**src/rtl/jsu_pkg.sv**
```systemverilog
package jsu_pkg;

    // Decoder phase codes
    typedef enum logic [2:0] {
        PH_TEXT    = 3'd0,
        PH_ESC     = 3'd1,
        PH_HEX     = 3'd2,
        PH_SUR_BS  = 3'd3,
        PH_SUR_U   = 3'd4,
        PH_SUR_HEX = 3'd5
    } jsu_phase_t;

    // Characters and bytes of interest
    localparam logic [7:0] CH_BSLASH   = 8'h5C;
    localparam logic [7:0] CH_U        = 8'h75;
    localparam logic [7:0] CH_QMARK    = 8'h3F;
    localparam logic [7:0] CH_UPPER_A  = 8'h41;
    localparam logic [7:0] CH_ZERO     = 8'h30;
    localparam logic [7:0] CASE_MASK   = 8'hDF;
    localparam logic [7:0] ALPHA_SHIFT = 8'h07;

    localparam logic [15:0] SUR_MASK = 16'hFC00;
    localparam logic [15:0] SUR_HIGH = 16'hD800;

    localparam logic [20:0] CP_LIM1 = 21'h00080;
    localparam logic [20:0] CP_LIM2 = 21'h00800;
    localparam logic [20:0] CP_LIM3 = 21'h10000;

    localparam logic [1:0] HEX_LAST = 2'd3;

    // Up to four output bytes with their count
    typedef struct packed {
        logic [3:0][7:0] bytes;
        logic [2:0]      count;
    } jsu_utf8_t;

    // Result group of one input transaction
    typedef struct packed {
        logic [3:0][7:0] bytes;
        logic [2:0]      count;
        logic            eos;
    } jsu_group_t;

    function automatic logic [3:0] hex_nibble(input logic [7:0] c);
        logic [7:0] v;
        v = c;
        if (c >= CH_UPPER_A) begin
            v = (c & CASE_MASK) - ALPHA_SHIFT;
        end
        v = v - CH_ZERO;
        return v[3:0];
    endfunction

    function automatic logic [7:0] escape_byte(input logic [7:0] c);
        logic [7:0] r;
        unique case (c)
            8'h72:   r = 8'h0D;   // r
            8'h6E:   r = 8'h0A;   // n
            8'h5C:   r = 8'h5C;   // backslash
            8'h2F:   r = 8'h2F;   // slash
            8'h22:   r = 8'h22;   // quote
            8'h66:   r = 8'h0C;   // f
            8'h62:   r = 8'h08;   // b
            8'h74:   r = 8'h09;   // t
            default: r = CH_QMARK;
        endcase
        return r;
    endfunction

    function automatic jsu_utf8_t utf8_encode(input logic [20:0] cp);
        jsu_utf8_t r;
        r.bytes = '0;
        if (cp < CP_LIM1) begin
            r.bytes[0] = cp[7:0];
            r.count    = 3'd1;
        end else if (cp < CP_LIM2) begin
            r.bytes[0] = {3'b110, cp[10:6]};
            r.bytes[1] = {2'b10, cp[5:0]};
            r.count    = 3'd2;
        end else if (cp < CP_LIM3) begin
            r.bytes[0] = {4'b1110, cp[15:12]};
            r.bytes[1] = {2'b10, cp[11:6]};
            r.bytes[2] = {2'b10, cp[5:0]};
            r.count    = 3'd3;
        end else begin
            r.bytes[0] = {5'b11110, cp[20:18]};
            r.bytes[1] = {2'b10, cp[17:12]};
            r.bytes[2] = {2'b10, cp[11:6]};
            r.bytes[3] = {2'b10, cp[5:0]};
            r.count    = 3'd4;
        end
        return r;
    endfunction

endpackage

```
**src/rtl/json_string_unescape_decoder.sv**
```systemverilog
// Channel  | Dir | Signals                  | Contents
// s_       | in  | tvalid tready tdata tlast | escaped byte, end of string on tlast
// m_       | out | tvalid tready tdata tuser tlast | unescaped byte, string done on tlast
//
// One input transaction is accepted per cycle when it yields at most one byte and the
// output is ready. An escape or surrogate pair that yields N bytes (up to 4) holds the
// output until all N are taken; the input stalls while more than one byte is still
// queued or the held byte is not taken. The first byte shows in the cycle after accept.
// aresetn (synchronous, active low) returns the decoder to plain text state.
// Output stalls hold the current byte; the next group loads as its last byte leaves.
module json_string_unescape_decoder (
    input  logic        aclk,
    input  logic        aresetn,
    input  logic        s_tvalid,
    output logic        s_tready,
    input  logic [7:0]  s_tdata,   // [7:0] in_byte
    input  logic        s_tlast,   // end_of_string
    output logic        m_tvalid,
    input  logic        m_tready,
    output logic [15:0] m_tdata,   // [7:0] out_byte, [8] last_of_run, [15:9] zero
    output logic        m_tuser,   // [0] byte_valid
    output logic        m_tlast    // string_done
);
    import jsu_pkg::*;

    jsu_group_t group;
    logic       s_fire;
    logic       load_ready;
    logic [7:0] out_byte;
    logic       last_of_run;

    assign s_tready = load_ready;
    assign s_fire   = s_tvalid && load_ready;

    jsu_decode u_decode (
        .aclk    (aclk),
        .aresetn (aresetn),
        .in_fire (s_fire),
        .in_byte (s_tdata),
        .in_eos  (s_tlast),
        .group   (group)
    );

    jsu_serializer u_serializer (
        .aclk            (aclk),
        .aresetn         (aresetn),
        .load            (s_fire),
        .group           (group),
        .load_ready      (load_ready),
        .out_ready       (m_tready),
        .out_valid       (m_tvalid),
        .out_byte        (out_byte),
        .out_byte_valid  (m_tuser),
        .out_done        (m_tlast),
        .out_last_of_run (last_of_run)
    );

    assign m_tdata = {7'd0, last_of_run, out_byte};

endmodule

```
**src/rtl/jsu_decode.sv**
```systemverilog
module jsu_decode (
    input  logic               aclk,
    input  logic               aresetn,
    input  logic               in_fire,
    input  logic [7:0]         in_byte,
    input  logic               in_eos,
    output jsu_pkg::jsu_group_t group
);
    import jsu_pkg::*;

    jsu_phase_t  phase_reg, phase_next;
    logic [1:0]  hex_count_reg, hex_count_next;
    logic [15:0] unit_accum_reg, unit_accum_next;
    logic [15:0] high_unit_reg, high_unit_next;

    logic [15:0] accum_shift;
    logic [20:0] pair_cp;
    jsu_utf8_t   enc_unit;
    jsu_utf8_t   enc_pair;
    logic [3:0][7:0] bytes;
    logic [2:0]  count;

    // Shift in the next hex digit and form both possible code points
    assign accum_shift = {unit_accum_reg[11:0], hex_nibble(in_byte)};
    assign pair_cp     = {5'({1'b0, high_unit_reg[9:6]} + 5'd1),
                          high_unit_reg[5:0], accum_shift[9:0]};
    assign enc_unit    = utf8_encode({5'd0, accum_shift});
    assign enc_pair    = utf8_encode(pair_cp);

    // Next state and result bytes for the presented byte
    always_comb begin
        phase_next      = phase_reg;
        hex_count_next  = hex_count_reg;
        unit_accum_next = unit_accum_reg;
        high_unit_next  = high_unit_reg;
        bytes           = '0;
        count           = 3'd0;

        unique case (phase_reg)
            PH_ESC: begin
                if (in_byte == CH_U) begin
                    phase_next      = PH_HEX;
                    hex_count_next  = 2'd0;
                    unit_accum_next = '0;
                end else begin
                    bytes[0]   = escape_byte(in_byte);
                    count      = 3'd1;
                    phase_next = PH_TEXT;
                end
            end
            PH_HEX: begin
                unit_accum_next = accum_shift;
                if (hex_count_reg == HEX_LAST) begin
                    hex_count_next = 2'd0;
                    if ((accum_shift & SUR_MASK) == SUR_HIGH) begin
                        high_unit_next = accum_shift;
                        phase_next     = PH_SUR_BS;
                    end else begin
                        bytes      = enc_unit.bytes;
                        count      = enc_unit.count;
                        phase_next = PH_TEXT;
                    end
                end else begin
                    hex_count_next = hex_count_reg + 2'd1;
                end
            end
            PH_SUR_BS: begin
                if (in_byte == CH_BSLASH) begin
                    phase_next = PH_SUR_U;
                end else begin
                    bytes[0]   = CH_QMARK;
                    bytes[1]   = in_byte;
                    count      = 3'd2;
                    phase_next = PH_TEXT;
                end
            end
            PH_SUR_U: begin
                if (in_byte == CH_U) begin
                    phase_next      = PH_SUR_HEX;
                    hex_count_next  = 2'd0;
                    unit_accum_next = '0;
                end else begin
                    bytes[0]   = CH_QMARK;
                    bytes[1]   = escape_byte(in_byte);
                    count      = 3'd2;
                    phase_next = PH_TEXT;
                end
            end
            PH_SUR_HEX: begin
                unit_accum_next = accum_shift;
                if (hex_count_reg == HEX_LAST) begin
                    hex_count_next = 2'd0;
                    bytes          = enc_pair.bytes;
                    count          = enc_pair.count;
                    phase_next     = PH_TEXT;
                end else begin
                    hex_count_next = hex_count_reg + 2'd1;
                end
            end
            default: begin
                if (in_byte == CH_BSLASH) begin
                    phase_next = PH_ESC;
                end else begin
                    bytes[0] = in_byte;
                    count    = 3'd1;
                end
            end
        endcase

        // End of string: flush a pending surrogate as '?' and return to reset
        if (in_eos) begin
            if (phase_next == PH_SUR_BS || phase_next == PH_SUR_U ||
                phase_next == PH_SUR_HEX) begin
                bytes[count[1:0]] = CH_QMARK;
                count             = count + 3'd1;
            end
            phase_next      = PH_TEXT;
            hex_count_next  = 2'd0;
            unit_accum_next = '0;
            high_unit_next  = '0;
        end
    end

    assign group.bytes = bytes;
    assign group.count = count;
    assign group.eos   = in_eos;

    // Advance decoder state on each accepted transaction
    always_ff @(posedge aclk) begin
        if (!aresetn) begin
            phase_reg      <= PH_TEXT;
            hex_count_reg  <= 2'd0;
            unit_accum_reg <= '0;
            high_unit_reg  <= '0;
        end else if (in_fire) begin
            phase_reg      <= phase_next;
            hex_count_reg  <= hex_count_next;
            unit_accum_reg <= unit_accum_next;
            high_unit_reg  <= high_unit_next;
        end
    end

endmodule

```
**src/rtl/jsu_serializer.sv**
```systemverilog
module jsu_serializer (
    input  logic               aclk,
    input  logic               aresetn,
    input  logic               load,
    input  jsu_pkg::jsu_group_t group,
    output logic               load_ready,
    input  logic               out_ready,
    output logic               out_valid,
    output logic [7:0]         out_byte,
    output logic               out_byte_valid,
    output logic               out_done,
    output logic               out_last_of_run
);
    import jsu_pkg::*;

    logic            valid_reg, valid_next;
    logic [1:0]      idx_reg, idx_next;
    logic [1:0]      last_reg;
    logic            bare_reg;
    logic            eos_reg;
    logic [3:0][7:0] bytes_reg;

    logic at_last;

    assign at_last    = (idx_reg == last_reg);
    assign load_ready = !valid_reg || (out_ready && at_last);

    // Hold the group until its last byte is taken
    always_comb begin
        valid_next = valid_reg;
        idx_next   = idx_reg;
        if (load) begin
            valid_next = (group.count != 3'd0) || group.eos;
            idx_next   = 2'd0;
        end else if (valid_reg && out_ready) begin
            if (at_last) begin
                valid_next = 1'b0;
            end else begin
                idx_next = idx_reg + 2'd1;
            end
        end
    end

    always_ff @(posedge aclk) begin
        if (!aresetn) begin
            valid_reg <= 1'b0;
            idx_reg   <= 2'd0;
        end else begin
            valid_reg <= valid_next;
            idx_reg   <= idx_next;
        end
    end

    // Capture payload of a new group
    always_ff @(posedge aclk) begin
        if (load) begin
            bytes_reg <= group.bytes;
            eos_reg   <= group.eos;
            bare_reg  <= (group.count == 3'd0);
            last_reg  <= (group.count == 3'd0) ? 2'd0 : 2'(group.count - 3'd1);
        end
    end

    assign out_valid       = valid_reg;
    assign out_byte        = bytes_reg[idx_reg];
    assign out_byte_valid  = !bare_reg;
    assign out_last_of_run = at_last;
    assign out_done        = at_last && eos_reg;

endmodule

```
**config.mk**
```make
export PLATFORM = sky130hd
export DESIGN_NAME = json_string_unescape_decoder
export DESIGN_NICKNAME = d
export VERILOG_FILES = /design/src/rtl/jsu_pkg.sv /design/src/rtl/json_string_unescape_decoder.sv /design/src/rtl/jsu_decode.sv /design/src/rtl/jsu_serializer.sv
export SDC_FILE = /design/constraint.sdc
export NUM_CORES = 1
export LEC_CHECK = 0
export BUFFER_PORTS_ARGS = -buffer_cell sky130_fd_sc_hd__buf_4
export CORE_AREA = 2 2 118 120
export DETAILED_ROUTE_END_ITERATION = 6
export DIE_AREA = 0 0 120 122
export GPL_TIMING_DRIVEN = 1
export PLACE_DENSITY = 0.49
export SYNTH_ARGS = -nofsm -noshare
export SYNTH_HDL_FRONTEND = slang
export SYNTH_SLANG_ARGS = --single-unit
export TNS_END_PERCENT = 1
```
**constraint.sdc**
```tcl
create_clock -name aclk -period 2.6 [get_ports aclk]
set_input_delay 0 -clock aclk [delete_from_list [all_inputs] [get_ports aclk]]
set_output_delay 0 -clock aclk [all_outputs]
set_load 0.05 [all_outputs]
```
==> results of run 1 <==
how the worst min path moves through the flow:
stage | from | end | slack [ns] | depth (start not counted)
4_1_cts | s_tlast | u_serializer.eos_reg | 0.02 | 1
3_5_place_dp | aresetn | u_decode.phase_reg[1] | 0.27 | 2
6_report | s_tlast | u_serializer.eos_reg | 0.03 | 1
2_1_floorplan | s_tlast | u_serializer.eos_reg | 0.1 | 0
3_3_place_gp | aresetn | u_decode.phase_reg[1] | 0.27 | 2
5_1_grt | s_tlast | u_serializer.eos_reg | 0.04 | 1
cells in the mapped netlist, types with 7 or more instances:
cell type and number:
sky130_fd_sc_hd__a21oi_1 27, sky130_fd_sc_hd__nand3_1 12, sky130_fd_sc_hd__o31a_1 7, sky130_fd_sc_hd__edfxtp_1 34, sky130_fd_sc_hd__o211ai_1 15, sky130_fd_sc_hd__nand2_1 45
sky130_fd_sc_hd__buf_4 8, sky130_fd_sc_hd__a31oi_1 16, sky130_fd_sc_hd__a22oi_1 7, sky130_fd_sc_hd__and2_1 7, sky130_fd_sc_hd__ha_1 12, sky130_fd_sc_hd__dfxtp_1 30
sky130_fd_sc_hd__mux2i_1 7, sky130_fd_sc_hd__o21ai_0 23, sky130_fd_sc_hd__nor3_1 13, sky130_fd_sc_hd__a22o_1 15, sky130_fd_sc_hd__mux4_2 7, sky130_fd_sc_hd__clkbuf_1 23
sky130_fd_sc_hd__nor2_1 33, sky130_fd_sc_hd__inv_1 16
area by class of cell:
cell class                      instances  area, sq um
Fill cell                            1344         7590
Multi-Input combinational cell        387         2820
Inverter                               19         71.3
Sequential cell                        64         1620
Clock inverter                          4         73.8
Tap cell                              180          225
Clock buffer                           12          268
Timing Repair Buffer                  110          832
layer usage:
metal / vias up / global-route usage / wire length, microns
li1: 2119 / - / -
met1: 2229 / 0.310 / 7310
met2: 183 / 0.386 / 7870
met3: 30 / 0.0482 / 1060
met4: 0 / 0.0801 / 385
met5: - / 0 / 0
cells in the final DEF (no fill, tap or decap), types with 9 or more instances in the layout:
cell,n
sky130_fd_sc_hd__buf_4,108
sky130_fd_sc_hd__nand2_1,45
sky130_fd_sc_hd__edfxtp_1,34
sky130_fd_sc_hd__nor2_1,33
sky130_fd_sc_hd__dfxtp_1,28
sky130_fd_sc_hd__a21oi_1,25
sky130_fd_sc_hd__o21ai_0,22
sky130_fd_sc_hd__a31oi_1,16
sky130_fd_sc_hd__inv_1,15
sky130_fd_sc_hd__o211ai_1,15
sky130_fd_sc_hd__a22o_1,15
sky130_fd_sc_hd__nor3_1,13
sky130_fd_sc_hd__nand3_1,12
sky130_fd_sc_hd__clkbuf_16,10
sky130_fd_sc_hd__ha_1,9
kinds of logic (layout without fill, tap and decap cells):
group,after synthesis,in the layout,share of synthesized area
AND/OR/NAND/NOR,174,174,0.213
AO/OA/AOI/OAI,173,173,0.282
flip-flops,64,64,0.353
buffers and inverters,58,145,0.0553
multiplexers,15,15,0.0520
adder cells (fa/ha/maj),12,12,0.0327
XOR/XNOR,6,6,0.0114
other,1,7,0.000817
worst max-delay path, cell delays in order (launching register included):
cell and delay, ns:
sky130_fd_sc_hd__dfxtp_2 0.33, sky130_fd_sc_hd__ha_4 0.24, sky130_fd_sc_hd__buf_4 0.15, sky130_fd_sc_hd__nor3b_2 0.21, sky130_fd_sc_hd__o21a_1 0.21, sky130_fd_sc_hd__o211ai_1 0.12
sky130_fd_sc_hd__nand3_1 0.12, sky130_fd_sc_hd__inv_1 0.07, sky130_fd_sc_hd__ha_1 0.22, sky130_fd_sc_hd__nand2_1 0.07, sky130_fd_sc_hd__o22ai_1 0.07, sky130_fd_sc_hd__a21oi_1 0.16
sky130_fd_sc_hd__buf_4 0.16, sky130_fd_sc_hd__nand4_1 0.14
stage by stage:
stage               std cells  setup WS, ns
global route              776        -0.116
detailed placement        757       -0.0829
CTS                       775      -0.00655
finish                    776        0.0301
floorplan                 509       -0.0192
global placement          757       -0.0590
power groups by stage:
stage          combinational [uW]  sequential (uW)  clock (uW)
4_1_cts                       387             1120        1410
5_1_grt                       414             1120        1440
3_5_place_dp                  385             1140           0
2_1_floorplan                 244             1130           0
6_report                      390             1110        1390
3_3_place_gp                  386             1130           0
timing repair:
item                                   CTS  global route
gates cloned                             0             0
hold buffers                             1             0
buffers inserted                         1             1
gates resized for setup                  7             8
pin swaps                                3             1
setup endpoints to repair               10            26
endpoints found under the hold margin    1             0
==> results.txt, run 1 <==
----------------------------------------------------
[Detailed routing]
  Remaining routing DRC violations ... 0
  Via count ... ~4600
  Number of detailed-routing iterations run before antenna repair ... 7
  Final wirelength ... approximately 17 mm
  DRT iter0 DRCs ... slightly above 400
  Count of nets left with antenna violations after detail routing ... 0
  Routed wire per std cell ... between 20 and 25 microns
  Drt via density ... 5.88

[STA]
  Final setup fails ... 0
  Worst slew margin relative to its limit ... 0.524
  WHS ... 0.0313 ns
  Achievable Freq ... just under 0.4 GHz
  Final count of pins violating max slew ... 0
  RSZ-0062 raised after global routing ... true
  Number of hold-slack violations in the final timing report ... 0
  Final clock period utilization by the worst path ... 0.988
  Worst-margin pin slew ... slightly above 0.7 ns
  Worst clock skew ... around 0.0099 ns
  Post-layout min period ... about 2.6 ns
  Sum Neg Setup Slack ... 0 ns

[Placed design]
  Routability congestion estimate ... between 0.9 and 1
  Placed standard-cell area ... between 0.005 and 0.006 sq mm
  Placed wire-length estimate ... 12.9 mm
  Count of input and output buffers ... 25

[Power and ir drop]
  Sw Pwr ... approximately 740 uW
  Comb power frac ... 0.135
  Cell internal pwr ... around 2200 uW
  P per Cell Area ... 490 mW/mm^2
  Final Total Pwr ... 2900 uW
  Sequential share of power ... 0.385
  Switching fraction of total power ... 0.256
  Clock Power Share ... 0.481
  Leakage power ... about 0.0023 uW
  Worst IR Drop VDD ... around 0.22 mV

[Worst setup path]
  Sort of element at the end of the critical path ... register
  CP endpoint ... u_serializer.bytes_reg[2]
  Arrival time of the worst setup path ... between 2 and 3 ns
  Worst r2r dst ... u_serializer.bytes_reg[2]
  Crit Path Class ... reg2reg
  Register-to-register setup slack ... between 0.03 and 0.04 ns
  Maximum fanout encountered on the critical timing path ... 5
  Critical Path Source Type ... register
  Worst reg-to-reg path cell count ... 13
  Startpoint of the worst setup timing path ... u_decode.high_unit_reg[6]
  Reg2Reg Launch Point ... u_decode.high_unit_reg[6]
  Required time at the endpoint of the critical path ... around 2.6 ns

[Run]
  Max-cap viol count ... 0

[Synthesis]
  Distinct cells, synth ... 83
  Number of synthesized register bits ... 64
  Number of warning messages in the yosys log ... 0
  Count of flip-flops with a built-in enable after synthesis ... 34
  Synthesized netlist cell count ... 503
  Register area share after synthesis ... 0.353
  Cell type contributing the most total cell area after synthesis ... sky130_fd_sc_hd__edfxtp_1
  Fraction of registers with async set/reset ... 0
  Synth area leaders ... sky130_fd_sc_hd__edfxtp_1, sky130_fd_sc_hd__dfxtp_1, sky130_fd_sc_hd__nand2_1
  Mean instance size in the synthesized netlist ... 9.13 sq um
  Dominant register cell in the synthesized netlist ... sky130_fd_sc_hd__edfxtp_1
  Yosys top cell area share ... 0.222
  Mapped cell area ... around 0.0046 sq mm

[Outcome]
  Status ... complete, no violations

[Layout]
  Max FFs per register ... 30
  NumNets Final ... 616
  Fraction of layout instances using a drive strength above 1 ... 0.275
  Layout-stage area growth over the synthesis result ... 28.7%
  Antenna cells ... 0
  Utilization after layout ... 0.438
  Post-route cell area ... between 0.005 and 0.006 sq mm

[Floorplan]
  Starting density of the core ... 0.340
  Num rows ... 43
  Core region area ... 0.0135 sq mm
  Die Footprint ... 0.0146 sq mm
  Top Ports ... 33
  Horiz. Die Dim ... 120 microns
  Vert. Die Dim ... ~120 microns

[Global route]
  Via count of the first global-routing pass ... 4377
  Largest net degree at the start of global routing ... 36
  Number of antenna violations at the first check in global routing ... 0
  Wire length of the first global-routing pass ... 25.8 mm
  Global Route Usage Sum ... 0.235
  Gr ovfl total ... 0

[Clock network]
  # H-tree levels ... 3
  TritonCTS clock tree ... done
  Sinks on Clock Net ... 64
  Clock latency on the worst-skew pair ... around 0.35 ns
  Clock Pin Slew Worst Setup and Hold Paths ... 0.05 ns
  Inserted Clock Buffers ... 9
  CTS root buf ... sky130_fd_sc_hd__clkbuf_16
  Bufs on Longest Clock Path ... 2

[Min path]
  Tightest Hold Check Type ... in2reg

----------------------------------------------------
Power figures use the tool's default switching activity.
==> run 2: changes to the inputs <==
--- a/config.mk
+++ b/config.mk
@@ -6,11 +6,13 @@
 export NUM_CORES = 1
 export LEC_CHECK = 0
 export BUFFER_PORTS_ARGS = -buffer_cell sky130_fd_sc_hd__buf_4
+export CELL_PAD_IN_SITES_DETAIL_PLACEMENT = 2
+export CELL_PAD_IN_SITES_GLOBAL_PLACEMENT = 2
 export CORE_AREA = 2 2 118 120
 export DETAILED_ROUTE_END_ITERATION = 6
 export DIE_AREA = 0 0 120 122
 export GPL_TIMING_DRIVEN = 1
-export PLACE_DENSITY = 0.49
+export PLACE_DENSITY = 0.73
 export SYNTH_ARGS = -nofsm -noshare
 export SYNTH_HDL_FRONTEND = slang
 export SYNTH_SLANG_ARGS = --single-unit
==> results.txt, run 2 (synthesis results as in run 1) <==
----------------------------------------------------
[Layout]
  Fraction of layout instances using a drive strength above 1 ... 0.295 (+0.0200)
  Register cell area after layout ... 0.00162 sq mm (unchanged)
  Antenna cells ... 0 (unchanged)
  FILL cells ... 1470 (+9.4%)
  Max FFs per register ... 30 (unchanged)
  Top library cells by usage in the layout, fill and taps aside ... sky130_fd_sc_hd__buf_4, sky130_fd_sc_hd__nand2_1, sky130_fd_sc_hd__edfxtp_1
  Layout-stage area growth over the synthesis result ... 30.0%
  Area occupied by multi-input gates ... 0.00285 sq mm (+1.2%)
  Utilization after layout ... 0.442 (+0.00426)
  Most common cell after layout, fill and taps aside ... sky130_fd_sc_hd__buf_4
  Final Instance Count excl. Fillers ... 783 (+0.90%)
  NumNets Final ... 623 (+1.1%)

[Min path]
  Tightest Hold Check Type ... in2reg
  Hold Crit Start ... s_tlast

[Clock network]
  Clock latency on the worst-skew pair ... 0.35 ns (about the same)
  TritonCTS clock tree ... done
  Inserted Clock Buffers ... 9 (unchanged)
  Clock Pin Slew Worst Setup and Hold Paths ... 0.06 ns (about the same)
  CTS root buf ... sky130_fd_sc_hd__clkbuf_16
  # H-tree levels ... 3 (unchanged)
  Sinks on Clock Net ... 64 (unchanged)
  Bufs on Longest Clock Path ... 2 (unchanged)

[Worst setup path]
  Sort of element at the end of the critical path ... register
  Startpoint of the worst setup timing path ... u_decode.high_unit_reg[7]
  Critical Path Source Type ... register
  Crit Path Class ... reg2reg
  Arrival time of the worst setup path ... 2.80 ns (+0.19 ns)
  Reg2Reg Launch Point ... u_decode.high_unit_reg[7]
  Required time at the endpoint of the critical path ... 2.69 ns (+0.05 ns)
  Maximum fanout encountered on the critical timing path ... 3 (-2)

[Power and ir drop]
  Final Total Pwr ... 2880 uW (-0.50%)
  P per Cell Area ... 483 mW/mm^2 (-1.5%)
  Sw Pwr ... 784 uW (+5.6%)
  Clock Power Share ... 0.469 (-0.012)
  Comb power frac ... 0.144 (+0.009)
  Cell internal pwr ... 2100 uW (-2.6%)
  Sequential share of power ... 0.387 (+0.002)
  Switching fraction of total power ... 0.272 (+0.0157)
  Leakage power ... 0.00238 uW (+1.3%)
  Worst IR Drop VDD ... 0.259 mV (+17%)

[Floorplan]
  Starting density of the core ... 0.340 (unchanged)
  Num rows ... 43 (unchanged)
  Top Ports ... 33 (unchanged)
  Horiz. Die Dim ... 120 microns (unchanged)
  Core region area ... 0.0135 sq mm (unchanged)
  Vert. Die Dim ... 122 microns (unchanged)
  Die Footprint ... 0.0146 sq mm (unchanged)

[STA]
  Setup slack of the critical path after layout ... -0.107 ns (-0.137 ns)
  Worst-margin pin slew ... 0.831 ns (+0.121 ns)
  Final clock period utilization by the worst path ... 1.04 (+0.0527)
  Worst slew margin relative to its limit ... 0.443 (-0.0814)
  Achievable Freq ... 0.369 GHz (-5.1%)
  Worst clock skew ... 0.0105 ns (+0.000654 ns)
  Number of hold-slack violations in the final timing report ... 0 (unchanged)
  RSZ-0062 raised after global routing ... true
  Final setup fails ... 11 (+11)
  Post-layout min period ... 2.71 ns (+0.137 ns)
  Final count of pins violating max slew ... 0 (unchanged)

[Global route]
  Global Route Usage Sum ... 0.280 (+0.0444)
  Number of antenna violations at the first check in global routing ... 0 (unchanged)
  Wire length of the first global-routing pass ... 30.6 mm (+19%)
  Gr ovfl total ... 0 (unchanged)
  Largest net degree at the start of global routing ... 36 (unchanged)
  Via count of the first global-routing pass ... 5065 (+16%)

[Placed design]
  Place WS ... -0.299 ns (-0.216 ns)
  Placed Cells ... 763 (+0.79%)
  Routability congestion estimate ... 0.952 (+0.58%)
  Count of input and output buffers ... 25 (unchanged)
  Placed wire-length estimate ... 15.1 mm (+17%)

[Outcome]
  Violated checks ... negative setup slack
  Status ... finished, violations left

[Detailed routing]
  Drt via density ... 6.02 (+2.4%)
  Count of nets left with antenna violations after detail routing ... 0 (unchanged)
  Routed wire per std cell ... 25.6 microns (+19%)
  Number of detailed-routing iterations run before antenna repair ... 5 (-2)
  Final wirelength ... 20.0 mm (+20%)
  DRT iter0 DRCs ... 314 (-24%)
  Via count ... 4714 (+3.4%)
  Remaining routing DRC violations ... 0 (unchanged)

[Run]
  Max-cap viol count ... 0 (unchanged)

----------------------------------------------------
## run 2: changes by cell type in the layout (fill, tap and decap cells not counted), sizes merged
cell,before,now
buf,109,116
clkinv,3,4
inv,18,17
## run 2: worst max-delay path: stages, from the launching register on
cell and delay (ns):
sky130_fd_sc_hd__dfxtp_2 0.33, sky130_fd_sc_hd__ha_4 0.24, sky130_fd_sc_hd__nor4b_4 0.29, sky130_fd_sc_hd__o2111ai_2 0.20, sky130_fd_sc_hd__and2_4 0.21, sky130_fd_sc_hd__a2111oi_4 0.40, sky130_fd_sc_hd__inv_1 0.13, sky130_fd_sc_hd__ha_2 0.21
sky130_fd_sc_hd__and3_4 0.17, sky130_fd_sc_hd__a221o_1 0.26
## run 2: what timing repair did
action / 4_1_cts / 5_1_grt
setup endpoints to repair: 25 / 28
setup buffers: 1 / 2
hold buffers: 1 / 0
gates resized for setup: 7 / 15
endpoints found under the hold margin: 1 / 0
pin swaps: 8 / 10
## run 2: worst paths after layout
kind / end / slack, ns / cells past startpoint
max reg2reg: u_serializer.bytes_reg[19] / -0.11 / 9
max: u_serializer.bytes_reg[19] / -0.11 / 9
min reg2reg: u_decode.hex_count_reg[1] / 0.49 / 1
min: u_serializer.eos_reg / 0.04 / 1
## run 2: area by class of cell
cell class                 instances  share of cell area
multi-input combinational        387               0.478
clock inverter                     4              0.0115
tap                              180              0.0377
inverter                          19              0.0119
sequential                        64               0.272
timing repair buffer             117               0.148
clock buffer                      12              0.0413
## run 2: power by group through the flow
stage / Combinational, uW / Clock [uW] / Sequential (uW)
floorplan: 244 / 0 / 1130
global placement: 392 / 0 / 1130
detailed placement: 404 / 0 / 1140
CTS: 409 / 1370 / 1120
global route: 438 / 1400 / 1120
finish: 414 / 1350 / 1120
## run 2: through the flow
step	area [sq um]	hold WS (ns)	setup TNS [ns]
after global routing	5970	0.0428	-2.31
after CTS	5890	0.0334	-1.92
after global placement	5530	0.261	-0.454
after detailed placement	5530	0.274	-3.37
final	5970	0.0423	-0.775
after floorplan	4640	0.0989	-0.0770
## run 2: per-layer routing
layer  wire length, microns  global-route usage
met2                   9900               0.490
met4                    550              0.0912
met5                      0                   0
met1                   8690               0.354
met3                    884              0.0421
